File: src/rtl/core/placement_density_bin_accumulator_core_defines.svh
// Assertion macros shared by the density bin accumulator RTL
`ifndef PLACEMENT_DENSITY_BIN_ACCUMULATOR_CORE_DEFINES_SVH
`define PLACEMENT_DENSITY_BIN_ACCUMULATOR_CORE_DEFINES_SVH

// Check that a condition implies another in the same cycle
`define PDBA_ASSERT_IMPL(label, pre, post) \
    label: assert property (@(posedge clk) disable iff (!rst_n) (pre) |-> (post)) \
        else $error("pdba: same-cycle check failed");

// Check that a condition implies another in the next cycle
`define PDBA_ASSERT_NEXT(label, pre, post) \
    label: assert property (@(posedge clk) disable iff (!rst_n) (pre) |=> (post)) \
        else $error("pdba: next-cycle check failed");

`endif

File: src/rtl/core/pdba_pkg.sv
// Shared types, constants and helper functions of the density bin accumulator
`default_nettype none

package pdba_pkg;

    typedef enum logic [1:0] {
        CMD_CLEAR = 2'd0,
        CMD_LOAD  = 2'd1,
        CMD_ADD   = 2'd2,
        CMD_READ  = 2'd3
    } cmd_t;

    localparam logic [2:0] REG_BINS_ACROSS = 3'd0;
    localparam logic [2:0] REG_BINS_DOWN   = 3'd1;
    localparam logic [2:0] REG_BIN_WIDTH   = 3'd2;
    localparam logic [2:0] REG_BIN_HEIGHT  = 3'd3;
    localparam logic [2:0] REG_CORE_LEFT   = 3'd4;
    localparam logic [2:0] REG_CORE_BOTTOM = 3'd5;

    localparam int DVD_W  = 66;
    localparam int DVS_W  = 40;
    localparam int STEP_W = 7;
    localparam int CRD_W  = 40;

    localparam logic [STEP_W-1:0] STEPS_GEOM = 7'd34;
    localparam logic [STEP_W-1:0] STEPS_READ = 7'd66;

    localparam logic [47:0] CAP48 = 48'hFFFF_FFFF_FFFF;
    localparam logic [40:0] CAP41 = 41'h1FF_FFFF_FFFF;
    localparam logic [31:0] CAP32 = 32'hFFFF_FFFF;

    // Divider request from the sequencer
    typedef struct packed {
        logic              start;
        logic [STEP_W-1:0] steps;
    } div_req_t;

    // Overlap length of two intervals, zero when disjoint
    function automatic logic [23:0] overlap(
        input logic signed [CRD_W-1:0] cl,
        input logic signed [CRD_W-1:0] cu,
        input logic signed [CRD_W-1:0] bl,
        input logic signed [CRD_W-1:0] bu
    );
        logic signed [CRD_W-1:0] hi;
        logic signed [CRD_W-1:0] lo;
        logic signed [CRD_W-1:0] diff;
        hi   = (cu < bu) ? cu : bu;
        lo   = (cl > bl) ? cl : bl;
        diff = hi - lo;
        if (cu <= bl || cl >= bu)
            return 24'd0;
        return diff[23:0];
    endfunction

    // Saturating 48-bit add
    function automatic logic [47:0] add_sat48(input logic [47:0] a, input logic [47:0] b);
        logic [48:0] s;
        s = {1'b0, a} + {1'b0, b};
        return s[48] ? CAP48 : s[47:0];
    endfunction

endpackage

`default_nettype wire

File: src/rtl/core/pdba_div.sv
// Restoring radix-2 divider, one quotient bit per cycle
`default_nettype none

module pdba_div (
    input  wire                             clk,
    input  wire                             rst_n,
    input  wire  pdba_pkg::div_req_t        req,
    input  wire  [pdba_pkg::DVD_W-1:0]      dividend,
    input  wire  [pdba_pkg::DVS_W-1:0]      divisor,
    output logic                            done,
    output logic [pdba_pkg::DVD_W-1:0]      quotient,
    output logic [pdba_pkg::DVS_W-1:0]      remainder
);

    logic                             busy_reg;
    logic [pdba_pkg::STEP_W-1:0]      cnt_reg;
    logic                             done_reg;
    logic [pdba_pkg::DVD_W-1:0]       dq_reg;
    logic [pdba_pkg::DVS_W-1:0]       rem_reg;
    logic [pdba_pkg::DVS_W-1:0]       dvs_reg;
    logic [pdba_pkg::DVS_W:0]         rem_sh;
    logic [pdba_pkg::DVS_W:0]         rem_sub;
    logic                             ge;

    // Shift in one dividend bit, subtract when it fits
    assign rem_sh  = {rem_reg, dq_reg[pdba_pkg::DVD_W-1]};
    assign ge      = rem_sh >= {1'b0, dvs_reg};
    assign rem_sub = rem_sh - {1'b0, dvs_reg};

    // Control: step count and done pulse
    always_ff @(posedge clk or negedge rst_n)
    begin
        if (!rst_n)
        begin
            busy_reg <= 1'b0;
            cnt_reg  <= '0;
            done_reg <= 1'b0;
        end
        else
        begin
            done_reg <= 1'b0;
            if (req.start)
            begin
                busy_reg <= 1'b1;
                cnt_reg  <= req.steps;
            end
            else if (busy_reg)
            begin
                cnt_reg <= cnt_reg - 1'b1;
                if (cnt_reg == pdba_pkg::STEP_W'(1))
                begin
                    busy_reg <= 1'b0;
                    done_reg <= 1'b1;
                end
            end
        end
    end

    // Datapath: partial remainder and quotient shift register
    always_ff @(posedge clk)
    begin
        if (req.start)
        begin
            dq_reg  <= dividend;
            rem_reg <= '0;
            dvs_reg <= divisor;
        end
        else if (busy_reg)
        begin
            rem_reg <= ge ? rem_sub[pdba_pkg::DVS_W-1:0] : rem_sh[pdba_pkg::DVS_W-1:0];
            dq_reg  <= {dq_reg[pdba_pkg::DVD_W-2:0], ge};
        end
    end

    assign done      = done_reg;
    assign quotient  = dq_reg;
    assign remainder = rem_reg;

endmodule

`default_nettype wire

File: config.mk
export PLATFORM = sky130hd
export DESIGN_NAME = pdba_div
export DESIGN_NICKNAME = d
export VERILOG_FILES = /design/src/rtl/core/placement_density_bin_accumulator_core_defines.svh /design/src/rtl/core/pdba_pkg.sv /design/src/rtl/core/pdba_div.sv
export SDC_FILE = /design/constraint.sdc
export NUM_CORES = 1
export LEC_CHECK = 0
export BUFFER_PORTS_ARGS = -buffer_cell sky130_fd_sc_hd__buf_4
export CAP_MARGIN = 25
export CORE_ASPECT_RATIO = 1.2
export CORE_MARGIN = 2
export CORE_UTILIZATION = 54
export CTS_CLUSTER_DIAMETER = 50
export DETAILED_ROUTE_END_ITERATION = 8
export GPL_TIMING_DRIVEN = 1
export PLACE_DENSITY = 0.91
export SETUP_SLACK_MARGIN = 0.05
export SYNTH_ARGS = -nofsm -noshare
export SYNTH_HDL_FRONTEND = slang
export SYNTH_SLANG_ARGS = --single-unit
File: constraint.sdc
create_clock -name clk -period 4 [get_ports clk]
set_clock_uncertainty 0.2 [all_clocks]
set_input_delay 0.8 -clock clk [delete_from_list [all_inputs] [get_ports clk]]
set_output_delay 0.8 -clock clk [all_outputs]
set_load 0.005 [all_outputs]
==> results by group, run 1 <==
Outcome
  • Status: complete, no violations

STA
  • Worst-margin pin slew: 0.839 ns
  • Pins Over Slew Limit: 0
  • Relative slew slack: 0.441
  • Final hold viol count: 0
  • Setup TNS: 0 ns
  • FMAX: 298 MHz
  • Tcrit/Tclk final: 0.840
  • Unrepaired setup endpoints after global routing: false
  • Period minus WS final: 3.36 ns
  • # setup viols final: 0

CTS
  • Clock Latency Late Sink: 0.43 ns
  • Max Buffers Root-to-Sink: 2
  • # hold bufs at CTS: 1
  • Post-cts resize count: 0
  • CTS tree: done
  • H-tree depth: 4
  • Clk slew on worst S/H paths: 0.07 ns
  • Root Driver: clkbuf_16
  • Post-CTS Setup Inserts: 0
  • Total CTS buffers: 17
  • Clock sinks: 155

Cells and area
  • Share of layout cells above drive strength 1: 0.317
  • N_diodes: 0
  • Max reg flops: 66
  • Area Overhead vs Synth: 26.2%
  • Fillers: 1,222
  • Fin nets: 1,243
  • Most frequent cells in the layout: 233 x buf_4, 106 x edfxtp_1, 103 x nand2_1
  • Commonest non-fill, non-tap cell in the layout: buf_4
  • Fin util: 0.699
  • Final instance area: 11,400 µm²

Worst hold path
  • Hold Path Cell Cnt: 2
  • Hold Crit Class: reg2reg

Die
  • Starting density of the core: 0.554
  • Die height: 145 µm
  • DIE AREA: 17,700 µm²
  • Die width: 122 µm
  • Io pins: 223
  • Core ar.: 16,300 µm²
  • Row count: 51

Synth
  • Seq/Total Area, Yosys: 0.467
  • Syn_nets: 1,039
  • Synth Area in Simple Gates: 0.141
  • XOR/XNOR Fraction of Synth Area: 0.0321
  • Mux contribution to synthesized area: 0.0881
  • Gate Count Post-Synth: 880
  • Synth Cell Area: 9010 µm²
  • Avg Cell Area, Syn: 10.2 µm²
  • Post-synthesis compound-gate area fraction: 0.162
  • Cell accounting for the most synthesized area: edfxtp_1
  • Largest family of logic cells by synthesized area: compound AO/OA/AOI/OAI gates
  • Ys async rst share: 0.0581
  • Ys Warns: 0
  • Area contributors post-synth: edfxtp_1 35%, dfxtp_1 8.9%, mux2_2 8.3%, ha_1 5.8%, nand2_1 4.3%
  • Yosys reg bits: 155
  • Main flop type after synthesis: edfxtp_1
  • Post-synth EDFFs: 106
  • Top-area cell type share of the netlist area: 0.353
  • Number of library cell types mapped by synthesis: 68
  • Adder-cell share of the synthesized area: 0.0606

Setup path
  • Req. time, crit path: 4.12 ns
  • Critical Path Sink Type: register
  • CP arrival: 3.48 ns
  • Slowest stage delay, CP: 0.48 ns
  • Max FO, Critical Path: 11
  • Worst setup path class: reg2reg
  • Critical Path Source Type: register
  • CP max stage cell: ha_1
  • FF-to-FF path depth: 10
  • CP cell instances: ha_1 -> nand4_1 -> or3_1 -> a211o_1 -> nand3b_2 -> a21o_4 -> a21o_1 -> buf_4 -> nand2_1 -> a311oi_1

Drt
  • Via/cell ratio: 5.79
  • Pre-antenna DRT Iters: 7
  • DR vias: 7,574
  • Final WL: 24,300 µm
  • Detail Route Antenna Nets: 0
  • Iteration-0 DRC Markers: 632
  • WL/cell: 18.5 µm
  • # DRC: 0

Global routing
  • Largest net degree at the start of global routing: 66
  • Vias in the first global route: 7,586
  • Gr ovfl total: 0
  • GRT Total Usage: 0.275
  • Initial antenna violation count: 0
  • First-pass GRT wire length: 38,400 µm

Place
  • Global placement routability congestion: 0.948
  • Port Buffers: 222
  • Placed instance area: 10,800 µm²
  • DP HPWL: 18,400 µm

Power
  • PD cells: 610 nW/µm²
  • Worst IR Drop VDD: 327 µV
  • Leak: 0.00496 µW

Run
  • Max_cap viols: 0
-- per-layer routing --
layer | wire length [µm] | GRT usage
met1 | 9250 | 0.327
met2 | 12400 | 0.477
met3 | 2050 | 0.0752
met4 | 579 | 0.0920
met5 | 0 | 0
-- per-stage QoR --
step / total power (µW) / setup WS, ns / hold WS, ns / cells
after floorplan: 4280 / 0.607 / 0.285 / 880
after global placement: 5240 / 0.739 / 0.298 / 1276
after detailed placement: 5300 / 0.675 / 0.306 / 1276
after CTS: 6920 / 0.649 / 0.316 / 1309
after global routing: 7340 / 0.431 / 0.333 / 1309
final: 6930 / 0.642 / 0.321 / 1309
-- logic make-up (layout without fill, tap and decap cells) --
family | after synthesis | count (layout)
adders and majority gates | 43 | 43
xor gates and xnor gates | 33 | 33
muxes | 71 | 71
buffers and inverters | 100 | 317
DFF | 155 | 155
and+or+nand+nor | 269 | 269
AOI/OAI and AO/OA | 209 | 209
-- Yosys cell counts (all sizes together), types with 4 or more instances --
cell and number:
a211o 4, a211oi 11, a21o 25, a21oi 52, a311oi 28, a31oi 4, and2 5, and3 7
and4 6, buf 22, clkbuf 28, dfrtp 9, dfxtp 40, edfxtp 106, ha 42, inv 50
mux2 66, mux2i 5, nand2 103, nand2b 11, nand3 11, nand3b 4, nand4 11, nor2 71
nor2b 8, nor3 8, nor3b 9, nor4 4, o211ai 10, o21a 5, o21ai 38, o21bai 5
o31ai 6, or3 5, xnor2 23, xor2 10
-- final cells by class --
| class | count | area [µm²] | share of cell area |
|---|---|---|---|
| multi-input cells | 625 | 4360 | 0.383 |
| flip-flops and latches | 155 | 4210 | 0.370 |
| repair buffers | 235 | 1770 | 0.156 |
| clock buffers | 17 | 425 | 0.0374 |
| well taps | 212 | 265 | 0.0233 |
| inverters | 50 | 188 | 0.0165 |
| clock inverters | 15 | 153 | 0.0134 |
-- critical path: cells and delay by family, from the launching register on --
family / cells / cell delay (ns)
flops: 1 / 0.35
compound gates: 4 / 1.15
fa+ha+maj: 1 / 0.48
buf+inv: 1 / 0.28
simple gates: 4 / 0.79
-- where the power goes --
part,internal [µW],switching [µW]
registers,2040,284
clock network,880,742
logic,1370,1620
-- path summary, 6_finish.rpt --
kind / startpoint / to / slack [ns]
min in group asynchronous: rst_n / busy_reg / 0.58
max: remainder[15] / remainder[21] / 0.64
min: remainder[30] / remainder[30] / 0.32
max in group asynchronous: rst_n / busy_reg / 2.88
min reg2reg: remainder[30] / remainder[30] / 0.32
max reg2reg: remainder[15] / remainder[21] / 0.64
Power figures use the tool's default switching activity.
==> run 2: changes to the inputs <==
clock period = 3.2 ns   (was 4 ns; I/O delays follow)
==> results by group, run 2 (same netlist as run 1, synthesis figures left out) <==
Drt
  • Final WL: 25,400 µm
  • Via/cell ratio: 5.88
  • Pre-antenna DRT Iters: 6
  • Detail Route Antenna Nets: 0
  • Iteration-0 DRC Markers: 699
  • DR vias: 7,860
  • WL/cell: 19.0 µm
  • # DRC: 0

STA
  • Final hold viol count: 0
  • Hold Slack: 0.181 ns
  • Unrepaired setup endpoints after global routing: true
  • Period minus WS final: 3.04 ns
  • FMAX: 329 MHz
  • Tcrit/Tclk final: 0.949
  • # setup viols final: 0
  • Worst-margin pin slew: 0.582 ns
  • Relative slew slack: 0.611
  • Pins Over Slew Limit: 0

Cells and area
  • Commonest non-fill, non-tap cell in the layout: buf_4
  • Max reg flops: 66
  • Fin cells: 1,337
  • N_diodes: 0
  • Share of layout cells above drive strength 1: 0.354
  • Fillers: 1,193
  • Fin nets: 1,271
  • Final instance area: 11,800 µm²
  • Area Overhead vs Synth: 31.0%
  • Most frequent cells in the layout: 257 x buf_4, 106 x edfxtp_1, 103 x nand2_1

Power
  • P_int: 5760 µW
  • Leak: 0.00516 µW
  • Flop pwr share: 0.314
  • Psw: 3440 µW
  • Worst IR Drop VDD: 437 µV
  • Sw Share: 0.374
  • Clock network power share: 0.242
  • Comb power frac: 0.444
  • PD cells: 780 nW/µm²

Setup path
  • Critical Path Source Type: register
  • Worst setup path class: reg2reg
  • Max FO, Critical Path: 8
  • Req. time, crit path: 3.34 ns
  • CP arrival: 3.18 ns
  • Critical Path Sink Type: register

Worst hold path
  • Hold Crit Class: in2reg

Place
  • Port Buffers: 222
  • Placed Cells: 1,304
  • Placed instance area: 11,000 µm²
  • DP HPWL: 19,200 µm
  • Global placement routability congestion: 0.925

Global routing
  • Vias in the first global route: 7,983
  • Initial antenna violation count: 0
  • GRT Total Usage: 0.286
  • First-pass GRT wire length: 39,500 µm
  • Gr ovfl total: 0
  • Largest net degree at the start of global routing: 87

CTS
  • H-tree depth: 4
  • Clock Latency Late Sink: 0.43 ns
  • Root Driver: clkbuf_16
  • Max Buffers Root-to-Sink: 2
  • Clock sinks: 155
  • Clk slew on worst S/H paths: 0.07 ns
  • Total CTS buffers: 17
  • CTS tree: done

Die
  • Row count: 51
  • Core ar.: 16,300 µm²
  • DIE AREA: 17,700 µm²
  • Starting density of the core: 0.554
  • Die height: 145 µm
  • Io pins: 223
  • Die width: 122 µm

Run
  • Max_cap viols: 0

Outcome
  • Status: complete, no violations
## run 2: path summary, 6_finish.rpt
kind / startpoint / to / slack, ns / depth (start not counted)
setup / recovery: dvs_reg[13] / remainder[5] / 0.16 / 10
hold / removal: divisor[0] / dvs_reg[0] / 0.18 / 1
setup reg to reg: dvs_reg[13] / remainder[5] / 0.16 / 10
hold reg to reg: remainder[17] / remainder[18] / 0.32 / 2
max in group asynchronous: rst_n / busy_reg / 2.24 / 2
min in group asynchronous: rst_n / cnt_reg[5] / 0.40 / 2
## run 2: area by class of cell
cell class | instances | area (µm²) | area share
Multi-Input combinational cell | 625 | 4460 | 0.378
Sequential cell | 155 | 4210 | 0.357
Timing Repair Buffer | 263 | 2020 | 0.171
Clock buffer | 17 | 425 | 0.0361
Tap cell | 212 | 265 | 0.0225
Clock inverter | 15 | 224 | 0.0190
Inverter | 50 | 191 | 0.0162
## run 2: worst max-delay path: stages (launching register included)
cell	delay, ns
edfxtp_1	0.33
inv_1	0.05
ha_1	0.39
nand4_1	0.16
or3_1	0.40
a211o_1	0.29
nand3b_2	0.14
a21o_4	0.18
a21oi_4	0.10
or3_1	0.43
a311oi_2	0.28
## run 2: layer usage
metal	GRT usage	up-vias	wire length, µm
met4	0.134	0	942
met3	0.0733	71	1980
met2	0.502	374	13100
met5	0	-	0
li1	-	3694	-
met1	0.319	3721	9340
## run 2: power groups by stage
stage          clock [µW]  sequential [µW]  combinational [µW]
6_report             2230             2890                4080
5_1_grt              2340             2940                4460
4_1_cts              2250             2890                3940
3_5_place_dp            0             2920                3900
3_3_place_gp            0             2910                3830
2_1_floorplan           0             2870                2480
## run 2: metrics by stage
stage                     power [µW]  TNS, ns  setup WS, ns  utilization
final                           9200        0         0.165        0.725
after global routing            9730        0        0.0376        0.725
after CTS                       9090        0        0.0583        0.719
after detailed placement        6830  -0.0653       -0.0653        0.677
after global placement          6740        0        0.0492        0.677
after floorplan                 5360        0         0.194            -
## run 2: timing repair
item,CTS,global route
hold endpoints to repair,9,0
gates resized for setup,3,26
pin swaps,0,6
hold buffers,1,0
setup endpoints to repair,4,36
buffers inserted,0,0
